===== src/design/wsfd_ram.sv =====
// Generic single-port synchronous RAM with registered read.
`timescale 1ns / 1ps
`default_nettype none
module wsfd_ram #(
  parameter int Width = 8,
  parameter int Depth = 16
) (
  input  wire logic                     clk,
  input  wire logic                     we,
  input  wire logic [$clog2(Depth)-1:0] addr,
  input  wire logic [Width-1:0]         wdata,
  output logic      [Width-1:0]         rdata
);
  logic [Width-1:0] mem [Depth];

  always_ff @(posedge clk) begin
    if (we) begin
      mem[addr] <= wdata;
    end
    rdata <= mem[addr];
  end
endmodule
`default_nettype wire


===== config.mk =====
export PLATFORM = sky130hd
export DESIGN_NAME = wsfd_ram
export DESIGN_NICKNAME = d
export VERILOG_FILES = /design/src/design/wsfd_ram.sv
export SDC_FILE = /design/constraint.sdc
export NUM_CORES = 1
export LEC_CHECK = 0
export BUFFER_PORTS_ARGS = -buffer_cell sky130_fd_sc_hd__buf_2
export CORE_UTILIZATION = 55
export CTS_BUF_LIST = sky130_fd_sc_hd__clkbuf_8
export DETAILED_ROUTE_END_ITERATION = 8
export GPL_TIMING_DRIVEN = 1
export PLACE_DENSITY = 0.7
export SYNTH_ARGS = -nofsm -noshare
export SYNTH_HDL_FRONTEND = slang
export SYNTH_SLANG_ARGS = --single-unit
export TNS_END_PERCENT = 5

===== constraint.sdc =====
create_clock -name clk -period 2.8 [get_ports clk]
set_clock_uncertainty 0.15 [all_clocks]
set_input_delay 0.14 -clock clk [delete_from_list [all_inputs] [get_ports clk]]
set_output_delay 0.14 -clock clk [all_outputs]
set_load 0.05 [all_outputs]

After elaboration in Yosys (flattened, before gate mapping)

Memory sizes are Yosys's and may differ from the RTL's. A register that Yosys moved wholly into a read port is not among the register bits.
Cells that the tools add are included.

Bits in registers: 0
Bits in writable memories: 128
Bits of input ports: 14
Output and inout bits: 8
Word-level logic and storage cells: 3
Memories: 1

Memories:

| memory | depth | bits a word | read ports | clocked after Yosys merged registers in | wr ports | line | text |
|---|---|---|---|---|---|---|---|
| mem    | 16    | 8           | 1          | 1                                       | 1        | 14   | `logic [Width-1:0] mem [Depth];` |

Muxes and demuxes: 2

Operators with widths:

| operator | count |
|---|---|
| $mux W1  | 2 |

Logic depth before layout (Yosys ltp)

Depth after elaboration: 2
Gate-level depth with buffers: 5
Mapped depth without buffers: 3

Worst setup path before layout

Ideal clock, no wire load.

Path kind: input-to-reg
Start point: input addr[2]
End point: memory mem[0][0] (enable)
Setup time: 0.383 ns
Arrival time: 1.250 ns
Required time: 2.267 ns
Path slack: 1.017 ns
Stages on the path: 2
Path buffers: 0
Cell sequence: or3b_2 nor3_1

RTL lines:

| item               | line | text |
|---|---|---|
| start: declaration | 10   | `input wire logic [$clog2(Depth)-1:0] addr,` |
| end: declaration   | 14   |  |

No word-level cell before the write port.

==> impl_results.md <==
* Reg-to-reg slack, setup at ~1300 ps
* Die Y at 98.0 µm
* Antenna diodes at 0
* Syn avg cell area at between 20 and 25 µm²
* Largest stage delay, worst path at 510 ps
* CTS tree: yes
* WL per Instance at approximately 23 µm
* Lkg Pwr at 1.99 nW
* Max-slew headroom at 42.9%
* Hold slack at around 160 ps
* Vias in the first global route at roughly 2400
* DRC Markers at 2
* Simple-Gate Fraction of Synth Area at under 10%
* TritonCTS buffer count at 17
* Main combinational cell family by area after synthesis: multiplexers
* CP startpoint kind: input port
* RR Endpoint: rdata[2]
* # rows at 34
* Post-route ant nets at 0
* Failing checks: DRC
* Clock share of power at 40.4%
* Initial Utilization at 57.5%
* Post-synth top flop: edfxtp_1
* Pint at 3.39 mW
* Worst Setup End Kind: flip-flop
* VDD IR max at roughly 0.38 mV
* Layout Area Growth over Synthesis at 17.0%
* Synth Cell Area at just over 5000 µm²
* Fmax at around 0.58 GHz
* Via/cell ratio at roughly 6.0
* Arrival time worst endpoint at ~1900 ps
* Final Worst Setup Slack at 1080 ps
* CP Class: in -> reg
* Seq pwr share at a little over half
* Syn Inst Count at 230
* Synth Area in Adders at 0%
* Routability congestion estimate at 0.768
* IO Port Bufs at 21
* R2R cell count at 3
* Finished Layout Cells at between 400 and 500
* Flops & latches, synth at approximately 140
* Synth area leader: edfxtp_1
* Final setup fails at 0
* Cell family with most CP delay: buffers and inverters
* Async S/R FF share, synth at 0%
* All-Layer GR Usage at 21.4%
* Fin nets at 301
* Fin. Hold Viols at 0
* Post-detail-place hpwl at 5810 µm
* Critical path peak fanout at 21
* CTS resizes at 0
* Critical Path RT at about 3000 ps
* Post-synthesis compound-gate area fraction at around 2.4%
* Worst hold path endpoint: mem[0][0]
* DR iter-0 viols at roughly 170
* Overall power at approximately 4.3 mW
* Crit-path slowest cell: mux4_2
* IO Count at 22
* Buf+Inv Stages, Crit Path at 2
* Library cells used by synthesis at 18
* Critical path cell sequence: buf_2 -> buf_4 -> mux4_2 -> a22oi_1 -> nand2_1
* Clock Tree Buf Depth at 2
* First-pass GRT wire length at 14200 µm
* Pre-CTS WS at ~600 ps
* Most numerous cell in the Yosys netlist: edfxtp_1
* Share of the synthesized area in the top cell type at 75.9%
* Top cells by area, synth: edfxtp_1 76%, mux4_2 14%, dfxtp_1 3.2%
* Clk_lat worst skew at 420 ps
* Hold Crit Class: in -> reg
* Clock tree root driver cell: clkbuf_8
* Share of post-route cells with drive strength above 1 at 34.7%
* Fin crit share at 61.3%
* RR Startpoint: mem[2][2]
* Horiz. Die Dim at 98.0 µm
* Initial antenna violation count at 0
* Sequential area share after synthesis at about 79%
* Fin crit period at roughly 1700 ps
* Clock Sinks at approximately 140
* Post-synth EDFFs at 128
* Placed Cells at ~370
* Slew @ Worst Pin at approximately 850 ps
* Core area at just under 9000 µm²
* Grt total ovfl at 0
* Die area at between 9000 and 10000 µm²
* NetSw at just under 0.9 mW
* Power share of the combinational group at between 6 and 7%
* Detailed-route via count at 2441
* Hold Path Stages at 3
* Max Slew Vio Count at 0
* Drt pass-1 iters at 6
* Synth cell count leaders: 128 x edfxtp_1, 32 x mux4_2, 16 x a22oi_1
* Max-Cap Viols at 0
* Accumulated negative setup slack at 0 ps
* Mux cell area share after synthesis at between 10% and 20%
* Net Sw Frac at between 20 and 25%
* H-tree levels at 4
* RSZ-0062 raised after global routing: false
* WL final at around 9300 µm
* Synth warn at 0
* CTS clk-pin slew, worst paths at around 70 ps
* Status: finished, violations left
* Pwr dens at roughly 720 nW/µm²
* Largest net degree at the start of global routing at 29
* HP Start: addr[3]
* Post-synthesis xor/xnor area fraction at 0%
* Net Count, Synth at 244
## layout make-up
| class | instances | area [µm²] |
|---|---|---|
| tap | 108 | 135 |
| clock buffer | 19 | 262 |
| clock inverter | 13 | 176 |
| timing repair buffer | 49 | 348 |
| sequential | 136 | 4000 |
| fill | 567 | 2880 |
| multi-input combinational | 83 | 1000 |
## routing by layer
layer | vias up | wire length [µm] | GRT usage, %
met1 | 1281 | 3800 | 29.6
met3 | 11 | 557 | 5.73
met5 | - | 0 | 0
met2 | 77 | 4820 | 33.0
li1 | 1072 | - | -
met4 | 0 | 112 | 8.16
## how the worst max path moves through the flow
| stage | cells after the start | slack, ps | end | startpoint |
|---|---|---|---|---|
| 2_1_floorplan | 2 | 1020 | mem[0][0] | addr[2] |
| 6_report | 5 | 1080 | rdata[1] | addr[0] |
| 5_1_grt | 5 | 960 | rdata[1] | addr[0] |
| 3_5_place_dp | 5 | 610 | rdata[1] | addr[0] |
| 4_1_cts | 5 | 1070 | rdata[1] | addr[0] |
| 3_3_place_gp | 5 | 630 | rdata[1] | addr[0] |
## sequential cells by signal, indices dropped and copies added (netlist names)
signal,cells
mem,128
rdata,8
## cells in the final DEF (no fill, tap or decap), types with 8 or more instances in the layout
cell             n
edfxtp_1       128
mux4_2          32
buf_2           21
clkbuf_8        19
nand2_1          9
dlygate4sd3_1    8
buf_4           19
dfxtp_1          8
a22oi_1         16
nor2_1          13
## worst register-to-register path, cell delays in order (launching register included)
cell and delay, ps:
edfxtp_1 370, mux4_2 470, a22oi_1 310, nand2_1 100
## repair_timing
| action | CTS | global route |
|---|---|---|
| endpoints found under the hold margin | 128 | 0 |
| hold buffers | 8 | 0 |
| setup buffers | 0 | 0 |
## cells by family (layout without fill, tap and decap cells)
group | after synthesis | count (layout)
compound gates | 16 | 16
buf+inv | 11 | 81
flops | 136 | 136
mux | 32 | 32
simple gates | 35 | 35
## power groups by stage
| stage | clock [mW] | sequential (mW) | combinational, mW |
|---|---|---|---|
| after floorplan | 0 | 2.38 | 0.117 |
| after global placement | 0 | 2.33 | 0.252 |
| after detailed placement | 0 | 2.33 | 0.257 |
| after CTS | 1.76 | 2.29 | 0.265 |
| after global routing | 1.86 | 2.29 | 0.281 |
| final | 1.72 | 2.29 | 0.262 |
## per-stage QoR
step	utilization (%)	cell area, µm²
floorplan	-	5070
global placement	61.4	5410
detailed placement	61.4	5410
CTS	67.3	5930
global route	67.3	5930
finish	67.3	5930
Note: power is estimated with default switching activity, not from simulation.
