<file path="src/design/wsfd_pkg.sv">
// Package: shared constants, types and tables for the windowed-sinc FIR designer.
`timescale 1ns / 1ps
`default_nettype none
package wsfd_pkg;

  localparam int MaxTaps     = 64;
  localparam int AddrW       = $clog2(MaxTaps);
  localparam int OrderW      = 6;
  localparam int CutW        = 17;
  localparam int RawW        = 24;
  localparam int SumW        = 32;
  localparam int CoefW       = 18;
  localparam int CordicIters = 16;
  localparam int IterW       = 4;

  localparam logic signed [33:0] CordicGain = 34'sd652032874;
  localparam logic [21:0]        PiQ20      = 22'd3294198;
  localparam logic signed [23:0] W54Q22     = 24'sd2264924;
  localparam logic signed [23:0] W46Q22     = 24'sd1929380;
  localparam logic signed [24:0] OneQ22     = 25'sd4194304;
  localparam logic signed [24:0] RawMax     = 25'sd8388607;
  localparam logic signed [24:0] RawMin     = -25'sd8388608;

  // configuration register indexes
  localparam logic [0:0] RegOrder  = 1'b0;
  localparam logic [0:0] RegCutoff = 1'b1;

  typedef enum logic [3:0] {
    ST_IDLE, ST_SC_SETUP, ST_SC_CORDIC, ST_SC_DIV, ST_WN_DIV, ST_WN_CORDIC,
    ST_MUL, ST_STORE, ST_RD, ST_RDWAIT, ST_CDIV, ST_EMIT
  } wsfd_state_t;

  // divider request/status
  typedef struct packed {
    logic        start;
    logic [63:0] num;
    logic [47:0] den;
  } wsfd_div_req_t;

  typedef struct packed {
    logic        busy;
    logic [63:0] quo;
  } wsfd_div_sts_t;

  function automatic logic [31:0] atan_turn(input logic [IterW-1:0] k);
    case (k)
      4'd0:  atan_turn = 32'd536870912;
      4'd1:  atan_turn = 32'd316933406;
      4'd2:  atan_turn = 32'd167458907;
      4'd3:  atan_turn = 32'd85004756;
      4'd4:  atan_turn = 32'd42667331;
      4'd5:  atan_turn = 32'd21354465;
      4'd6:  atan_turn = 32'd10679838;
      4'd7:  atan_turn = 32'd5340245;
      4'd8:  atan_turn = 32'd2670163;
      4'd9:  atan_turn = 32'd1335087;
      4'd10: atan_turn = 32'd667544;
      4'd11: atan_turn = 32'd333772;
      4'd12: atan_turn = 32'd166886;
      4'd13: atan_turn = 32'd83443;
      4'd14: atan_turn = 32'd41722;
      default: atan_turn = 32'd20861;
    endcase
  endfunction

endpackage
`default_nettype wire

</file>
<file path="src/design/wsfd_div.sv">
// Unsigned restoring divider, one quotient bit per cycle.
`timescale 1ns / 1ps
`default_nettype none
module wsfd_div (
  input  wire logic                    clk,
  input  wire logic                    rst,
  input  wire wsfd_pkg::wsfd_div_req_t req,
  output wsfd_pkg::wsfd_div_sts_t      sts
);
  import wsfd_pkg::*;

  logic [63:0] q;
  logic [47:0] d;
  logic [48:0] r;
  logic [6:0]  cnt;
  logic [48:0] trial;
  logic        busy;

  assign trial = {r[47:0], q[63]} - {1'b0, d};
  assign sts   = '{busy: busy, quo: q};

  always_ff @(posedge clk) begin
    if (rst) begin
      busy <= 1'b0;
    end else if (req.start) begin
      busy <= 1'b1;
      q    <= req.num;
      d    <= req.den;
      r    <= '0;
      cnt  <= '0;
    end else if (busy) begin
      if (!trial[48]) begin
        r <= trial;
        q <= {q[62:0], 1'b1};
      end else begin
        r <= {r[47:0], q[63]};
        q <= {q[62:0], 1'b0};
      end
      cnt <= cnt + 1'b1;
      if (cnt == 7'd63) begin
        busy <= 1'b0;
      end
    end
  end
endmodule
`default_nettype wire

</file>
<file path="config.mk">
export PLATFORM = sky130hd
export DESIGN_NAME = wsfd_div
export DESIGN_NICKNAME = d
export VERILOG_FILES = /design/src/design/wsfd_pkg.sv /design/src/design/wsfd_div.sv
export SDC_FILE = /design/constraint.sdc
export NUM_CORES = 1
export LEC_CHECK = 0
export BUFFER_PORTS_ARGS = -buffer_cell sky130_fd_sc_hd__buf_2
export CORE_ASPECT_RATIO = 0.7
export CORE_MARGIN = 4
export CORE_UTILIZATION = 40
export DETAILED_ROUTE_END_ITERATION = 12
export REMOVE_ABC_BUFFERS = 1
export SYNTH_ARGS = -nofsm -noshare
export SYNTH_HDL_FRONTEND = slang
export SYNTH_SLANG_ARGS = --single-unit
</file>
<file path="constraint.sdc">
create_clock -name clk -period 10.6 [get_ports clk]
set_input_delay 1.59 -clock clk [delete_from_list [all_inputs] [get_ports clk]]
set_output_delay 1.59 -clock clk [all_outputs]
set_load 0.005 [all_outputs]
</file>
== After elaboration in Yosys (flattened, before gate mapping) ==
Index checks and enable logic that the tools add are counted.
Widths: inputs -> output; s select.

* Flip-flop bits (word level): 168
* Output and inout bits: 65
* Word-level logic and storage cells: 21

* $add $sub $neg: 2
* Equality and inequality tests: 1
* Multiplexer cells: 9
* Bitwise operators: 1
* Reductions and logical operators: 3

{| class="wikitable"
|+ Operators with widths
! kind !! count
|-
| $mux 64 || 2
|-
| $mux 48 || 2
|-
| $sub 49x48->49 || 1
|-
| $add 7x1->7 const B || 1
|-
| $eq 7x6->1 const B || 1
|-
| $mux 7 || 1
|-
| $mux 1 || 4
|-
| $reduce_and 2->1 || 2
|-
| $reduce_bool 2->1 || 1
|-
| $not 1->1 || 1
|}

== Depth between registers and ports, before layout ==
* Depth after elaboration: 4
* Depth in mapped cells: 16
* Gate-level depth less buffers: 13

== Worst setup path before layout ==
No wires, ideal clock.

* Kind: input-to-reg
* Start: input req[112] in the netlist's numbering
* End: register busy
* Setup time: 79 ps
* Data arrival time: 7,607 ps
* Required time: 10,521 ps
* Path slack: 2,914 ps
* Cell stages on the path: 5
* Cell sequence: clkbuf_1 -> clkbuf_1 -> nor2_1 -> nor2_1 -> o31a_1

* Word-level cells in the longest chain between the ends: 1

{| class="wikitable"
|+ Ends and longest elaborated chain
! item !! RTL line !! RTL
|-
| start, declared || wsfd_div.sv:7 || <nowiki>input wire wsfd_pkg::wsfd_div_req_t req,</nowiki>
|-
| $mux 1 || wsfd_div.sv:25 || <nowiki>end else if (req.start) begin</nowiki>
|-
| end signal, assigned || wsfd_div.sv:24 || <nowiki>busy <= 1'b0;</nowiki>
|-
| end signal, assigned || wsfd_div.sv:26 || <nowiki>busy <= 1'b1;</nowiki>
|-
| end signal, assigned || wsfd_div.sv:41 || <nowiki>busy <= 1'b0;</nowiki>
|-
| end, declared || wsfd_div.sv:17 || <nowiki>logic busy;</nowiki>
|}

No other way between the ends.
A chain may end at the register's enable or synchronous reset.

== Final worst setup path ==
* Start: register q[63]
* End: register r[43], data pin

* Word-level cells in the longest chain between the ends: 3

{| class="wikitable"
|+ Ends and longest elaborated chain
! item !! RTL line !! RTL
|-
| start, declared || wsfd_div.sv:12 || <nowiki>logic [63:0] q;</nowiki>
|-
| start signal, assigned || wsfd_div.sv:27 || <nowiki>q <= req.num;</nowiki>
|-
| start signal, assigned || wsfd_div.sv:34 || <nowiki>q <= {q[62:0], 1'b1};</nowiki>
|-
| start signal, assigned || wsfd_div.sv:37 || <nowiki>q <= {q[62:0], 1'b0};</nowiki>
|-
| $sub 49x48->49 || wsfd_div.sv:19 || <nowiki>assign trial = {r[47:0], q[63]} - {1'b0, d};</nowiki>
|-
| $mux 48 || wsfd_div.sv:32 || <nowiki>if (!trial[48]) begin</nowiki>
|-
| $mux 48 || wsfd_div.sv:31 || <nowiki>end else if (busy) begin</nowiki>
|-
| end signal, assigned || wsfd_div.sv:33 || <nowiki>r <= trial;</nowiki>
|-
| end signal, assigned || wsfd_div.sv:36 || <nowiki>r <= {r[47:0], q[63]};</nowiki>
|-
| end, declared || wsfd_div.sv:14 || <nowiki>logic [48:0] r;</nowiki>
|}

No other way between the ends. The select of a mux whose other input is x is not followed.

==> impl_metrics.json <==
{
  "critPathCapture": "r[43]",
  "crit_required_ps": 10860,
  "cp.arrival_ps": 4530,
  "synth_top_area_cell": "edfxtp_1",
  "synth_cells": 814,
  "n_antenna_cell": 0,
  "post_cts_resized": 0,
  "place_ws_ps": 6150,
  "worstHoldPathType": "reg2reg",
  "power.leakage_uw": 0.00477,
  "ys_seq_elements": 168,
  "reg2reg_slack_ps": 6330,
  "start_kind": "register",
  "dr.pass1.iters": 5,
  "ctsHoldBuffers": 0,
  "reg2reg_from": "q[63]",
  "worst_pin_slew_ps": 1100,
  "setup_viol": 0,
  "maxCapViolCount": 0,
  "start_util": 0.414,
  "synth_edf_count": 167,
  "overflow": 0,
  "clock_latency_ps": 430,
  "hpwl_um": 16300,
  "netlist_area_um2": 9530,
  "slew_headroom": 0.267,
  "dieArea_um2": 26400,
  "cts_tree": "done",
  "finalHoldViolCount": 0,
  "antenna_found_initial": 3,
  "synth_seq_area_share": 0.528,
  "avgRoutedWirePerCell_um": 17.1,
  "dpl_cell_area_um2": 10700,
  "postRouteAntennaNets": 0,
  "final_area_um2": 11300,
  "root_buffer": "clkbuf_16",
  "die_x_um": 193,
  "finalWeightedCongestion": 0.870,
  "cts.sinks": 168,
  "crit_fanout": 42,
  "cp-startpoint": "q[63]",
  "htreeDepth": 4,
  "cts_buffer_depth": 2,
  "port_buffers": 179,
  "yosysTopAreaCellShare": 0.526,
  "rsz0062_at_grt": "false",
  "postCtsSetupBuffers": 0,
  "drive_above_1_share": 0.297,
  "outcome": "finished, final reports clean",
  "synth.avg_cell_area_um2": 11.7,
  "core_um2": 23000,
  "grt_pass1_vias": 6701,
  "fmaxAchievable_ghz": 0.234,
  "rr_worst_depth": 14,
  "grt_usage": 0.172,
  "routed_wl_um": 22400,
  "async_flop_share": 0,
  "power_uw": 1940,
  "remaining_drc_errors": 0,
  "cellPowerDensity_nw_per_um2": 172,
  "synth.most_common_cell": "edfxtp_1",
  "drt-initial-drc-count": 423,
  "tns_ps": 0,
  "skew_ps": 17.8,
  "period_minus_slack_ps": 4270,
  "post-route-period-util": 0.403,
  "cts-buffers-inserted": 17,
  "nets": 1146,
  "num_vias": 6693,
  "clkTransAtPathRegs_ps": 70,
  "r2r_end": "r[43]",
  "boundaryPins": 180,
  "yosysWarnings": 0,
  "rows": 46,
  "endpoint_kind": "register",
  "ir_worst_vdd_mv": 0.125,
  "fp.dieH_um": 137,
  "area_delta_synth_final_pct": 18.1,
  "path_class": "reg2reg",
  "synth.area.top_cells": "edfxtp_1, mux2_2, ha_1",
  "synth_ff_type": "edfxtp_1",
  "yosys-top-cells-count": "edfxtp_1, nor2_1, mux2_2, inv_1, a21oi_1",
  "setup_ws_ps": 6330,
  "finalMaxSlewViolations": 0,
  "grt_pass1_wl_um": 35500,
  "synth_cell_types": 60,
  "grt_max_degree": 83,
  "via_per_inst": 5.12,
  "fillers": 2146
}
[cell families (layout without fill, tap and decap cells)]
logic type      Yosys count  after routing  share of synthesized area
compound gates          165            165                      0.112
xor+xnor                 45             45                     0.0413
fa+ha+maj                50             50                     0.0664
buf+inv                  98            278                     0.0424
flops                   168            168                      0.528
mux                     101            101                      0.115
simple gates            187            187                     0.0939
[cell usage in the layout (no fill, tap or decap), drive strengths merged, types with 6 or more instances in the layout]
cell	n
edfxtp	167
nand3	14
a21o	27
nand4	7
ha	49
nor3	10
nor2	68
xnor2	27
mux2	65
o21ai	27
and3	7
xor2	18
a31oi	11
nand2	39
buf	184
mux2i	36
a21oi	56
clkinv	6
clkbuf	19
inv	68
a211oi	8
nand2b	14
[where the power goes]
part / total (uW) / leakage (uW) / switching (uW) / internal [uW]
clock network: 597 / 0.000276 / 270 / 327
registers: 832 / 0.00161 / 26.4 / 806
logic: 507 / 0.00289 / 284 / 224
total: 1940 / 0.00477 / 580 / 1360
[registers in the layout, summed over array words and instances (netlist names)]
name	flops
cnt	7
d	48
q	64
r	48
busy	1
[final cells by class]
cell class,instances,area (um2),share of cell area
inverter,62,233,0.0207
tap,312,390,0.0347
clock buffer,19,433,0.0385
timing repair buffer,184,936,0.0832
multi-input combinational,548,4110,0.365
sequential,168,5030,0.447
clock inverter,13,118,0.0105
[critical path, cell delays in order, from the launching register on]
cell and delay [ps]:
edfxtp_1 350, inv_1 60, ha_1 230, fa_1 400, nand2b_1 190, a21o_1 190, a31o_1 210, a21bo_1 210
a211o_1 290, a21oi_2 190, mux2i_1 190, or3_2 440, buf_4 650, o2111ai_1 280, a21oi_1 210
[per-layer routing]
metal  up-vias  GRT usage  share of wire
met1      3146      0.248           0.50
met2       184      0.245           0.41
met5         -          0         0.0013
li1       3336          -              -
met4         6     0.0471          0.012
met3        21     0.0622          0.074
[worst min path at each step]
| stage | from | to | slack [ps] | cells past startpoint |
|---|---|---|---|---|
| 3_3_place_gp | cnt[6] | busy | 530 | 1 |
| 5_1_grt | cnt[6] | busy | 560 | 1 |
| 2_1_floorplan | cnt[6] | busy | 490 | 1 |
| 4_1_cts | cnt[6] | busy | 550 | 1 |
| 6_report | cnt[6] | busy | 540 | 1 |
| 3_5_place_dp | cnt[6] | busy | 530 | 1 |
[metrics by stage]
stage,util,hold slack (ps),cells
5_1_grt,0.489,564,1306
6_report,0.489,545,1306
2_1_floorplan,-,492,778
4_1_cts,0.489,548,1306
3_5_place_dp,0.465,531,1274
3_3_place_gp,0.465,528,1274
Power figures use the tool's default switching activity.
