`src/design/wsfd_pkg.sv`:
```
// Package: shared constants, types and tables for the windowed-sinc FIR designer.
`timescale 1ns / 1ps
`default_nettype none
package wsfd_pkg;

  localparam int MaxTaps     = 64;
  localparam int AddrW       = $clog2(MaxTaps);
  localparam int OrderW      = 6;
  localparam int CutW        = 17;
  localparam int RawW        = 24;
  localparam int SumW        = 32;
  localparam int CoefW       = 18;
  localparam int CordicIters = 16;
  localparam int IterW       = 4;

  localparam logic signed [33:0] CordicGain = 34'sd652032874;
  localparam logic [21:0]        PiQ20      = 22'd3294198;
  localparam logic signed [23:0] W54Q22     = 24'sd2264924;
  localparam logic signed [23:0] W46Q22     = 24'sd1929380;
  localparam logic signed [24:0] OneQ22     = 25'sd4194304;
  localparam logic signed [24:0] RawMax     = 25'sd8388607;
  localparam logic signed [24:0] RawMin     = -25'sd8388608;

  // configuration register indexes
  localparam logic [0:0] RegOrder  = 1'b0;
  localparam logic [0:0] RegCutoff = 1'b1;

  typedef enum logic [3:0] {
    ST_IDLE, ST_SC_SETUP, ST_SC_CORDIC, ST_SC_DIV, ST_WN_DIV, ST_WN_CORDIC,
    ST_MUL, ST_STORE, ST_RD, ST_RDWAIT, ST_CDIV, ST_EMIT
  } wsfd_state_t;

  // divider request/status
  typedef struct packed {
    logic        start;
    logic [63:0] num;
    logic [47:0] den;
  } wsfd_div_req_t;

  typedef struct packed {
    logic        busy;
    logic [63:0] quo;
  } wsfd_div_sts_t;

  function automatic logic [31:0] atan_turn(input logic [IterW-1:0] k);
    case (k)
      4'd0:  atan_turn = 32'd536870912;
      4'd1:  atan_turn = 32'd316933406;
      4'd2:  atan_turn = 32'd167458907;
      4'd3:  atan_turn = 32'd85004756;
      4'd4:  atan_turn = 32'd42667331;
      4'd5:  atan_turn = 32'd21354465;
      4'd6:  atan_turn = 32'd10679838;
      4'd7:  atan_turn = 32'd5340245;
      4'd8:  atan_turn = 32'd2670163;
      4'd9:  atan_turn = 32'd1335087;
      4'd10: atan_turn = 32'd667544;
      4'd11: atan_turn = 32'd333772;
      4'd12: atan_turn = 32'd166886;
      4'd13: atan_turn = 32'd83443;
      4'd14: atan_turn = 32'd41722;
      default: atan_turn = 32'd20861;
    endcase
  endfunction

endpackage
`default_nettype wire

```
`src/design/wsfd_cordic.sv`:
```
// Iterative rotation-mode CORDIC, one micro-rotation per cycle.
`timescale 1ns / 1ps
`default_nettype none
module wsfd_cordic (
  input  wire logic        clk,
  input  wire logic        rst,
  input  wire logic        start,
  input  wire logic [31:0] phase,
  output logic             busy,
  output logic signed [33:0] cos_out,
  output logic signed [33:0] sin_out
);
  import wsfd_pkg::*;

  logic signed [33:0] x, y;
  logic signed [33:0] z;
  logic [IterW-1:0]   k;
  logic               flip;
  logic [31:0]        p_adj;
  logic               flip_in;

  // fold into the right half plane
  always_comb begin
    flip_in = (phase + 32'h4000_0000) >= 32'h8000_0000;
    p_adj   = flip_in ? phase + 32'h8000_0000 : phase;
  end

  assign cos_out = flip ? -x : x;
  assign sin_out = flip ? -y : y;

  always_ff @(posedge clk) begin
    if (rst) begin
      busy <= 1'b0;
    end else if (start) begin
      busy <= 1'b1;
      k    <= '0;
      flip <= flip_in;
      x    <= CordicGain;
      y    <= '0;
      z    <= {{2{p_adj[31]}}, p_adj};
    end else if (busy) begin
      // >>> on signed floors toward minus infinity
      if (!z[33]) begin
        x <= x - (y >>> k);
        y <= y + (x >>> k);
        z <= z - $signed({2'b00, atan_turn(k)});
      end else begin
        x <= x + (y >>> k);
        y <= y - (x >>> k);
        z <= z + $signed({2'b00, atan_turn(k)});
      end
      k <= k + 1'b1;
      if (k == IterW'(CordicIters - 1)) begin
        busy <= 1'b0;
      end
    end
  end
endmodule
`default_nettype wire

```
`config.mk`:
```
export PLATFORM = sky130hd
export DESIGN_NAME = wsfd_cordic
export DESIGN_NICKNAME = d
export VERILOG_FILES = /design/src/design/wsfd_pkg.sv /design/src/design/wsfd_cordic.sv
export SDC_FILE = /design/constraint.sdc
export NUM_CORES = 1
export LEC_CHECK = 0
export BUFFER_PORTS_ARGS = -buffer_cell sky130_fd_sc_hd__buf_2
export CORE_MARGIN = 2
export CORE_UTILIZATION = 40
export CTS_BUF_LIST = sky130_fd_sc_hd__clkbuf_4 sky130_fd_sc_hd__clkbuf_8
export DETAILED_ROUTE_END_ITERATION = 6
export GPL_TIMING_DRIVEN = 0
export PLACE_DENSITY = 0.55
export SETUP_SLACK_MARGIN = 0.2
export SLEW_MARGIN = 30
export SYNTH_ARGS = -nofsm -noshare
export SYNTH_HDL_FRONTEND = slang
export SYNTH_SLANG_ARGS = --single-unit
```
`constraint.sdc`:
```
create_clock -name clk -period 16 [get_ports clk]
set_input_delay 3.2 -clock clk [delete_from_list [all_inputs] [get_ports clk]]
set_output_delay 3.2 -clock clk [all_outputs]
set_load 0.02 [all_outputs]
```
# Word level (Yosys, flattened, before mapping)
# Memory sizes are Yosys's and may differ from the RTL's. A register that Yosys moved wholly into a read port is not among the register bits.
# Index checks and enable logic that the tools add are counted.
dict set report totals {
  ff_bits 108
  in_bits 35
  n_memories 2
  word_cells 53
  out_inout_bits 69
  romBits 960
}
# memory depth word_bits read_ports rd_ports_with_merged_regs write_ports line
set memory_table {}
lappend memory_table {{(no name shown)} 16 30 1 1 0 wsfd_pkg.sv:46} ;# case (k)
lappend memory_table {{(no name shown)} 16 30 1 1 0 wsfd_pkg.sv:46}
dict set report classes {
  n_reduce_logical 3
  shifts 2
  addsub 11
  order_cmp 1
  bitwise 1
  n_mux 26
  n_eq_ne 1
}
# operator count
set op_table {}
lappend op_table {{34-bit two-way mux} 9}
lappend op_table {{32-bit two-way mux} 9}
lappend op_table {{34-bit adder} 2}
lappend op_table {{34-bit negator} 2}
lappend op_table {{34-bit by 4-bit >>> shifter with 34-bit output} 2}
lappend op_table {{34-bit subtractor} 2}
lappend op_table {{34-bit by 33-bit adder with 34-bit output} 1}
lappend op_table {{34-bit by 33-bit subtractor with 34-bit output} 1}
lappend op_table {{32-bit by 31-bit adder with 32-bit output, second input constant} 1}
lappend op_table {{32-bit adder, second input constant} 1}
lappend op_table {{32-bit greater-or-equal comparator, second input constant} 1}
lappend op_table {{4-bit two-way mux} 5}
lappend op_table {{4-bit by 1-bit adder with 4-bit output, second input constant} 1}
lappend op_table {{4-bit equality test, second input constant} 1}
lappend op_table {{2-bit AND reduction} 2}
lappend op_table {{1-bit two-way mux} 3}
lappend op_table {{2-bit nonzero test} 1}
lappend op_table {{1-bit inverter} 1}

# Depth between registers and ports, before layout
# Gate-level depths: netlist (run 1).
dict set report logic_depth {
  depth_word 8
  ltp_mapped 31
  depth_no_buf 25
}

# Least setup slack after synthesis (run 1)
# Ideal clock, no wire load.
dict set report synth_path {
  kind {register to output}
  start {register y[13]}
  end {output sin_out[31]}
  stages_incl_launch_ff 9
  path_slack_ns 9.580
  t_arrival_ns 3.220
  t_required_ns 12.800
  cell_sequence {edfxtp_1 or4_4 or4_1 or2_4 or4_4 or2_4 or3_4 o41ai_4 xnor2_1}
}
dict set report synth_via {
  elab_chain_cells 2
}
# item line
set synth_lines {}
lappend synth_lines {{start: declaration} wsfd_cordic.sv:15} ;# logic signed [33:0] x, y;
lappend synth_lines {{start signal: assignment} wsfd_cordic.sv:45} ;# y <= y + (x >>> k);
lappend synth_lines {{start signal: assignment} wsfd_cordic.sv:49} ;# y <= y - (x >>> k);
lappend synth_lines {{34-bit negator} wsfd_cordic.sv:29} ;# assign sin_out = flip ? -y : y;
lappend synth_lines {{34-bit two-way mux} wsfd_cordic.sv:29}
lappend synth_lines {{end: declaration} wsfd_cordic.sv:11} ;# output logic signed [33:0] sin_out
# Every way passes these cells.

# Worst setup path in the final report (run 1)
dict set report layout_path {
  start {register k[2]}
  end {register x[33] (data pin)}
}
dict set report layout_via {
  elab_chain_cells 4
  elab_cells_between_ends 5
}
# item line
set layout_lines {}
lappend layout_lines {{start: declaration} wsfd_cordic.sv:17} ;# logic [IterW-1:0] k;
lappend layout_lines {{start signal: assignment} wsfd_cordic.sv:52} ;# k <= k + 1'b1;
lappend layout_lines {{34-bit by 4-bit >>> shifter with 34-bit output (*)} {wsfd_cordic.sv:44, wsfd_cordic.sv:48}}
lappend layout_lines {{34-bit subtractor or 34-bit adder (tied branches)} {wsfd_cordic.sv:44, wsfd_cordic.sv:48}}
lappend layout_lines {{34-bit two-way mux (*)} wsfd_cordic.sv:43} ;# if (!z[33]) begin
lappend layout_lines {{34-bit two-way mux (*)} wsfd_cordic.sv:41} ;# end else if (busy) begin
lappend layout_lines {{end signal: assignment} wsfd_cordic.sv:38} ;# x <= CordicGain;
lappend layout_lines {{end signal: assignment} wsfd_cordic.sv:44} ;# x <= x - (y >>> k);
lappend layout_lines {{end signal: assignment} wsfd_cordic.sv:48} ;# x <= x + (y >>> k);
lappend layout_lines {{end: declaration} wsfd_cordic.sv:15}
# Mark *: on every way between the ends. The rest lies on a longest branch, timed or not. The select of a mux whose other input is x is not followed.
# A chain may end at the register's enable or synchronous reset.

==> results of run 1 <==
-- through the flow --
step | setup WS [ns] | area, um2
after floorplan | 9.58 | 17300
after CTS | 8.07 | 19100
after global routing | 7.45 | 19100
after global placement | 8.03 | 18600
after detailed placement | 8.10 | 18600
final | 7.69 | 19100
-- per-layer routing --
layer	vias up	track usage (%)
met3	147	5.38
met4	0	19.2
met2	686	49.6
li1	8009	-
met5	-	0
met1	8256	39.1
-- power breakdown --
group	total [mW]	internal [mW]	switching, mW
registers	0.635	0.513	0.122
clock network	0.339	0.162	0.177
logic	2.12	0.841	1.27
-- worst min-delay path, stage by stage, from the launching register on --
cell and delay [ns]:
sky130_fd_sc_hd__dfxtp_1 0.37, sky130_fd_sc_hd__a21oi_1 0.15, sky130_fd_sc_hd__nor2_1 0.05
-- cell type report --
type	count	area share (%)
clock buffer	18	1.30
clock inverter	14	0.952
inverter	50	1.02
timing repair buffer	103	2.82
multi-input combinational	1800	67.0
tap	585	3.84
buffer	118	2.98
sequential	138	20.1
-- path summary, 6_finish.rpt --
path	end	cells after the start	slack [ns]	start
max	x[33]$_SDFFCE_PP0P_	21	7.69	k[2]$_SDFFCE_PP0P_
min	busy$_SDFF_PP0_	2	0.60	busy$_SDFF_PP0_
max reg2reg	x[33]$_SDFFCE_PP0P_	21	7.69	k[2]$_SDFFCE_PP0P_
min reg2reg	busy$_SDFF_PP0_	2	0.60	busy$_SDFF_PP0_
-- placed cells by master (no fill, tap or decap), types with 44 or more instances in the layout --
cell and count:
sky130_fd_sc_hd__o21ai_0 159, sky130_fd_sc_hd__buf_2 115, sky130_fd_sc_hd__xnor2_1 138, sky130_fd_sc_hd__nand2_1 247, sky130_fd_sc_hd__a21oi_1 169, sky130_fd_sc_hd__edfxtp_1 107
sky130_fd_sc_hd__xor2_1 92, sky130_fd_sc_hd__ha_1 113, sky130_fd_sc_hd__a21o_1 44, sky130_fd_sc_hd__mux2i_1 91, sky130_fd_sc_hd__nor2_1 195, sky130_fd_sc_hd__nor3_1 45
sky130_fd_sc_hd__inv_1 49, sky130_fd_sc_hd__clkbuf_1 68
-- cell families after synthesis --
kind of cell | after synthesis
simple gates | 694
compound gates | 589
xor+xnor | 230
mux | 171
buf+inv | 168
flops | 138
fa+ha+maj | 116
==> results.md, run 1 <==
| Step | Quantity | Reported |
| --- | --- | --- |
| floorplanning | Initial core utilization | 40.4% |
| route | DR vias/cell | 6.05 |
| cells and area | Fillers | 4,304 |
| sta | Setup TNS after final layout | 0 ns |
| synth | Count of distinct cell types in the synthesized netlist | 87 |
| route | Routed length on met2 | 31.5 mm |
| worst setup path | Endpoint required time on the critical path | 16.29 ns |
| route | Detailed-route wire length | 69.2 mm |
| synth | Mux contribution to synthesized area | 13.1% |
| synth | Main combinational cell family by area after synthesis | compound AO/OA/AOI/OAI gates |
| clocking | Later-pin clock latency in the skew report | 0.59 ns |
| synth | Cell accounting for the most synthesized area | sky130_fd_sc_hd__edfxtp_1 |
| route | Starting DRC count in detailed routing | 1,738 |
| floorplanning | Core Area | 42,900 um2 |
| power and ir drop | Power density over the cells | 162 nW/um2 |
| placed design | DP HPWL | 54.6 mm |
| synth | Seq/Total Area, Yosys | 22.1% |
| placed design | Final Wtd Congestion | 1.03 |
| cells and area | Antenna diode count | 0 |
| global routing | Global-route wire length before repair | 102 mm |
| power and ir drop | Overall power of the completed layout | 3.09 mW |
| status | Status | finished, final reports clean |
| global routing | Initial antenna violation count | 0 |
| floorplanning | I/O pin count | 104 |
| global routing | GRT Residual Overflow | 0 |
| sta | Worst relative slew slack | 27.4% |
| synth | Top_reg_cell synth | sky130_fd_sc_hd__edfxtp_1 |
| worst setup path | Data arrival time of the worst path | 8.60 ns |
| global routing | Overall routing resource usage | 31.1% |
| route | Drc violations | 0 |
| cells and area | Total area of sequential cells | 3830 um2 |
| synth | Synth Area in Adders | 8.50% |
| route | Antenna-violating nets left | 0 |
| cells and area | Fraction of layout instances using a drive strength above 1 | 12.6% |
| synth | Summed instance area of the synthesized netlist | 17,300 um2 |
| synth | Instance count of the mapped netlist | 2,106 |
| cells and area | Area of the multi-input gates | 12,800 um2 |
| worst setup path | Slowest CP cell | sky130_fd_sc_hd__nor4_1 |
| route | Wirelength per Cell | 24.5 um |
| route | Detailed-route via count | 17,098 |
| sta | Number of max-slew violations in the final report | 0 |
| floorplanning | Die ar. | 45,000 um2 |
| clocking | Setup Fix Bufs, Post-CTS | 0 |
| global routing | Vias in the first global route | 16,092 |
| cells and area | Post-layout util | 44.4% |
| synth | Syn Nets | 2,257 |
| cells and area | Net count of the finished layout | 2,379 |
| cells and area | Non-filler instance count after layout | 2,826 |
| cells and area | Relative area change from synthesis to final layout | 9.93% |
| synth | Synth top area share | 18.5% |
| worst setup path | Endpoint class of the critical path | register |
| placed design | Buffers added on ports | 102 |
| clocking | Count of cells resized by post-cts repair | 0 |
| synth | Yosys reg bits | 138 |
| route | Number of search-and-repair iterations in the first detailed-routing pass | 5 |
| synth | Share of flip-flops with an asynchronous set or reset after synthesis | 0% |
| worst setup path | Critical setup path kind | register to register |
| route | Top sig layer | met4 |
| floorplanning | Standard-cell row count | 76 |
| worst setup path | Category of cells accounting for the largest share of critical-path delay | buffers and inverters |
| power and ir drop | Pleak | 7.62 nW |
| sta | Highest Clock Rate | 120 MHz |
| worst setup path | Type of origin of the critical path | register |
| clocking | H-tree depth | 4 |
| clocking | Clk pin slew, worst setup/hold paths | 0.08 ns |
| sta | Final worst path period share | 51.9% |
| synth | Synth Area per Inst | 8.23 um2 |
| synth | Number of synthesized flops with an enable pin | 107 |
| worst setup path | Critical Path, Cell by Cell | inv_1 > buf_2 > buf_1 > buf_1 > clkbuf_1 > mux2i_1 > ha_1 > nand3_1 > nor3_4 > a21oi_1 > xnor2_1 > ha_1 > and3_1 > nand3_1 > nor4_1 > o2111ai_1 > a311oi_1 > a221oi_1 > o21ai_0 > xnor2_1 > nor2_1 |
| global routing | Largest net degree at the start of global routing | 68 |
| placed design | Post-placement cell count | 2,794 |
| synth | Fraction of the mapped netlist area in simple logic gates | 18.9% |
| power and ir drop | Worst ir drop on vdd | 75.2 uV |
| sta | Unrepaired setup endpoints after global routing | false |
| clocking | Number of buffers added by the clock tree synthesis step | 17 |
| sta | Final hold slack | 0.597 ns |
| floorplanning | Die width | 212 um |
| route | Met3 routed WL | 4.30 mm |
| sta | Final-report hold violation count | 0 |
| clocking | Clock root buffer | sky130_fd_sc_hd__clkbuf_8 |
| floorplanning | Die height | 212 um |
| sta | Setup Skew | 0.0293 ns |
| clocking | # clock sinks | 138 |
| synth | Most repeated cell in the gate-level netlist after synthesis | sky130_fd_sc_hd__nand2_1 |
| synth | Synth Area in XOR/XNOR | 11.6% |
| clocking | Maximum root-to-sink buffer count | 2 |
| sta | Tightest Pin Transition | 1.08 ns |
| synth | Ranking of synthesized cells by instance count | 247 x sky130_fd_sc_hd__nand2_1, 195 x sky130_fd_sc_hd__nor2_1, 169 x sky130_fd_sc_hd__a21oi_1 |
| route | Metal1 wirelength | 29.0 mm |
| clocking | Clock tree from TritonCTS | built |
| worst setup path | Delay of the slowest cell on the worst path | 0.94 ns |
| synth | Ys Warns | 0 |
| sta | # setup viols final | 0 |
| synth | Share of the synthesized area in compound gates (AO/OA/AOI/OAI) | 21.4% |
| sta | Minimum clock period | 8.31 ns |
| min path | HP Class | register to register |
| worst setup path | Worst path bufs/invs | 5 |
| worst setup path | Max Fanout on Critical Path | 10 |
| flow run | Number of maximum-capacitance constraint violations | 0 |
| clocking | Hold buffers post-CTS | 0 |
| synth | Dominant cells by area after synthesis | sky130_fd_sc_hd__edfxtp_1 19%, sky130_fd_sc_hd__ha_1 8.2%, sky130_fd_sc_hd__xnor2_1 7.0%, sky130_fd_sc_hd__nand2_1 5.3%, sky130_fd_sc_hd__mux4_2 5.3% |
Note: power is estimated with default switching activity, not from simulation.
==> run 2, diff against run 1 <==
- PLACE_DENSITY: 0.55 -> 0.57
- clock period: 16 -> 7.6 ns (I/O delays scaled with it)
==> run 2 against run 1 <==
Fmax increased by 16%. Clock power increased by 97%. Sequential power increased by 110%. Non-clock buffer count unchanged. Register-to-register slack got worse by 7.2 ns. Critical path depth increased by 3. Wire length increased by 1.2%. Hold slack got worse by 0.014 ns. Power increased by 110%. Core utilization increased by 0.093 points. Cell count unchanged. First-iteration DRC count decreased by 24%.
==> results.md, run 2 (synthesis results as in run 1) <==
| Step | Quantity | Reported | vs previous |
| --- | --- | --- | --- |
| global routing | Largest net degree at the start of global routing | 57 | -16% |
| route | Wirelength per Cell | 24.8 um | +1.2% |
| route | Drc violations | 0 | unchanged |
| worst setup path | R2r endpoint | x[33]$_SDFFCE_PP0P_ |  |
| power and ir drop | Share of power burned in combinational logic | 69.2% | +0.7 points |
| flow run | Number of maximum-capacitance constraint violations | 0 | unchanged |
| cells and area | Most frequent cells in the layout | 247 x sky130_fd_sc_hd__nand2_1, 195 x sky130_fd_sc_hd__nor2_1, 169 x sky130_fd_sc_hd__a21oi_1 |  |
| floorplanning | Die ar. | 45,000 um2 | unchanged |
| worst setup path | FF-to-FF path depth | 24 | +14% |
| worst setup path | Worst flop-to-flop path startpoint | k[1]$_SDFFCE_PP0P_ |  |
| worst setup path | Endpoint class of the critical path | register |  |
| clocking | Clock tree from TritonCTS | built |  |
| cells and area | Fillers | 4,366 | +1.4% |
| clocking | Clk pin slew, worst setup/hold paths | 0.08 ns | about the same |
| min path | Worst Hold Launch | busy$_SDFF_PP0_ |  |
| cells and area | Net count of the finished layout | 2,379 | unchanged |
| worst setup path | Launch point of the critical path | k[1]$_SDFFCE_PP0P_ |  |
| min path | Hold Crit Endpoint | busy$_SDFF_PP0_ |  |
| floorplanning | Die height | 212 um | unchanged |
| power and ir drop | Power density over the cells | 339 nW/um2 | +110% |
| sta | Worst relative slew slack | 29.1% | +1.7 points |
| clocking | # clock sinks | 138 | unchanged |
| cells and area | Fraction of layout instances using a drive strength above 1 | 13.6% | +0.99 points |
| worst setup path | Delay of the slowest cell on the worst path | 0.58 ns | -0.36 ns |
| power and ir drop | Share of total power in the clock network | 10.3% | -0.7 points |
| placed design | Placement-stage cell area | 18,600 um2 | about the same |
| placed design | Buffers added on ports | 102 | unchanged |
| sta | Setup TNS after final layout | 0 ns | unchanged |
| sta | Unrepaired setup endpoints after global routing | true |  |
| sta | Tightest Pin Transition | 1.06 ns | -0.0152 ns |
| floorplanning | Die width | 212 um | unchanged |
| worst setup path | Data arrival time of the worst path | 7.43 ns | -1.17 ns |
| floorplanning | I/O pin count | 104 | unchanged |
| route | Detailed-route wire length | 70.1 mm | +1.2% |
| sta | Final-report hold violation count | 0 | unchanged |
| placed design | Final Wtd Congestion | 1.02 | -1.1% |
| worst setup path | Type of origin of the critical path | register |  |
| clocking | Maximum root-to-sink buffer count | 2 | unchanged |
| sta | Setup Skew | 0.0207 ns | -0.00861 ns |
| cells and area | Most common cell after layout, fill and taps aside | sky130_fd_sc_hd__nand2_1 |  |
| route | Detailed-route via count | 16,998 | -0.58% |
| clocking | Setup Fix Bufs, Post-CTS | 0 | unchanged |
| route | DR vias/cell | 6.01 | -0.58% |
| cells and area | Final instance area | 19,100 um2 | +0.21% |
| clocking | Number of buffers added by the clock tree synthesis step | 17 | unchanged |
| worst setup path | Max Fanout on Critical Path | 10 | unchanged |
| min path | HP Class | register to register |  |
| power and ir drop | Internal power component | 3.18 mW | +110% |
| clocking | Hold buffers post-CTS | 0 | unchanged |
| clocking | Later-pin clock latency in the skew report | 0.58 ns | about the same |
| global routing | Initial antenna violation count | 1 | +1 |
| status | Status | finished, final reports clean |  |
| floorplanning | Core Area | 42,900 um2 | unchanged |
| clocking | Clock root buffer | sky130_fd_sc_hd__clkbuf_8 |  |
| worst setup path | Crit path top cell by count | sky130_fd_sc_hd__buf_4 |  |
| worst setup path | Register-to-register setup slack | 0.46 ns | -7.23 ns |
| worst setup path | Endpoint required time on the critical path | 7.89 ns | -8.40 ns |
| power and ir drop | Net switching component of the power | 3.30 mW | +110% |
| sta | Number of max-slew violations in the final report | 0 | unchanged |
| power and ir drop | Register share of total power | 20.5% | about the same |
| worst setup path | Worst path bufs/invs | 5 | unchanged |
| worst setup path | Critical setup path kind | register to register |  |
| floorplanning | Standard-cell row count | 76 | unchanged |
| global routing | Vias in the first global route | 16,192 | +0.62% |
| sta | Final worst path period share | 93.9% | +42 points |
| worst setup path | Critical Path, Cell by Cell | buf_4 > buf_6 > buf_4 > buf_4 > buf_2 > mux4_2 > nor2_1 > a21oi_1 > mux2i_1 > ha_1 > nand3_1 > nor3_4 > a31oi_1 > xor2_1 > ha_1 > a21o_1 > a21oi_1 > nor2b_1 > o41ai_1 > a311oi_2 > a221oi_1 > o21ai_0 > xnor2_1 > nor2_1 |  |
| power and ir drop | Sw Ratio | 51.0% | about the same |
| global routing | Global-route wire length before repair | 104 mm | +1.3% |
| worst setup path | Category of cells accounting for the largest share of critical-path delay | compound AO/OA/AOI/OAI gates |  |
| power and ir drop | Pleak | 7.66 nW | +0.51% |
| floorplanning | Initial core utilization | 40.4% | unchanged |
| cells and area | Relative area change from synthesis to final layout | 10.2% |  |
| route | Antenna-violating nets left | 0 | unchanged |
| sta | Highest Clock Rate | 140 MHz | +16% |
| global routing | GRT Residual Overflow | 0 | unchanged |
| worst setup path | Slowest CP cell | sky130_fd_sc_hd__o41ai_1 |  |
| power and ir drop | Worst ir drop on vdd | 185 uV | +150% |
| route | Number of search-and-repair iterations in the first detailed-routing pass | 7 | +2 |
| cells and area | Area of the multi-input gates | 12,800 um2 | +0.37% |
| min path | Worst Hold Depth | 2 | unchanged |
| route | Starting DRC count in detailed routing | 1,327 | -24% |
| global routing | Overall routing resource usage | 31.5% | +0.47 points |
| cells and area | Total area of sequential cells | 3830 um2 | unchanged |
| sta | Minimum clock period | 7.14 ns | -1.17 ns |
| clocking | Count of cells resized by post-cts repair | 8 | +8 |
| sta | # setup viols final | 0 | unchanged |
| placed design | DP HPWL | 54.8 mm | +0.47% |
| clocking | H-tree depth | 4 | unchanged |
==> run 2: cell types whose count changed in the layout (fill, tap and decap cells not counted), moves of 2 or more <==
cell and change:
sky130_fd_sc_hd__inv_6 -3, sky130_fd_sc_hd__buf_1 -5, sky130_fd_sc_hd__inv_8 -2, sky130_fd_sc_hd__o21ai_0 -2, sky130_fd_sc_hd__a311oi_2 +2, sky130_fd_sc_hd__clkbuf_4 +2
sky130_fd_sc_hd__clkbuf_1 -11, sky130_fd_sc_hd__clkbuf_2 +14, sky130_fd_sc_hd__a311oi_1 -2
==> run 2: layout make-up <==
type / count / share of cell area (%)
Timing Repair Buffer: 104 / 2.86
Sequential cell: 138 / 20.1
Inverter: 50 / 1.02
Buffer: 117 / 3.07
Clock inverter: 10 / 0.609
Clock buffer: 21 / 1.45
Multi-Input combinational cell: 1800 / 67.1
Tap cell: 585 / 3.83
Antenna cell: 1 / 0.0131
==> run 2: power by group through the flow <==
stage	registers (mW)	clock network (mW)	logic, mW
after global routing	1.36	0.714	4.91
after CTS	1.33	0.686	4.41
final	1.33	0.667	4.48
after floorplan	1.24	0	3.31
after global placement	1.34	0	4.34
after detailed placement	1.34	0	4.38
==> run 2: worst register-to-register path, stage by stage, from the launching register on <==
cell and delay (ns):
sky130_fd_sc_hd__edfxtp_1 0.51, sky130_fd_sc_hd__buf_4 0.31, sky130_fd_sc_hd__buf_6 0.22, sky130_fd_sc_hd__buf_4 0.30, sky130_fd_sc_hd__buf_4 0.28, sky130_fd_sc_hd__buf_2 0.43, sky130_fd_sc_hd__mux4_2 0.39, sky130_fd_sc_hd__nor2_1 0.10
sky130_fd_sc_hd__a21oi_1 0.07, sky130_fd_sc_hd__mux2i_1 0.26, sky130_fd_sc_hd__ha_1 0.27, sky130_fd_sc_hd__nand3_1 0.18, sky130_fd_sc_hd__nor3_4 0.48, sky130_fd_sc_hd__a31oi_1 0.17, sky130_fd_sc_hd__xor2_1 0.33, sky130_fd_sc_hd__ha_1 0.36
sky130_fd_sc_hd__a21o_1 0.22, sky130_fd_sc_hd__a21oi_1 0.14, sky130_fd_sc_hd__nor2b_1 0.07, sky130_fd_sc_hd__o41ai_1 0.58, sky130_fd_sc_hd__a311oi_2 0.27, sky130_fd_sc_hd__a221oi_1 0.49, sky130_fd_sc_hd__o21ai_0 0.20, sky130_fd_sc_hd__xnor2_1 0.16
sky130_fd_sc_hd__nor2_1 0.05
==> run 2: worst max-delay path by stage <==
stage	end	slack (ns)	depth (start not counted)
after floorplan	y[32]$_SDFFCE_PP0P_	1.89	30
after global placement	x[33]$_SDFFCE_PP0P_	-0.31	21
after detailed placement	x[33]$_SDFFCE_PP0P_	-0.41	21
after CTS	y[32]$_SDFFCE_PP0P_	0.22	29
after global routing	x[33]$_SDFFCE_PP0P_	0.19	24
final	x[33]$_SDFFCE_PP0P_	0.46	24
==> run 2: metal layers <==
metal / vias to the layer above / part of all wire (%) / global-route usage (%)
li1: 8033 / - / -
met1: 8213 / 42 / 39.2
met2: 614 / 48 / 53.3
met3: 138 / 5.5 / 4.86
met4: 0 / 4.8 / 15.4
met5: - / 0 / 0
==> run 2: stage by stage <==
stage / setup slack (ns) / hold slack (ns) / std cells / util [%] / power, mW
after floorplan: 1.89 / 0.596 / 2106 / - / 4.55
after global placement: -0.306 / 0.513 / 2793 / 43.3 / 5.68
after detailed placement: -0.411 / 0.537 / 2795 / 43.5 / 5.72
after CTS: 0.222 / 0.553 / 2825 / 44.4 / 6.42
after global routing: 0.185 / 0.624 / 2825 / 44.5 / 6.98
final: 0.462 / 0.583 / 2826 / 44.5 / 6.48
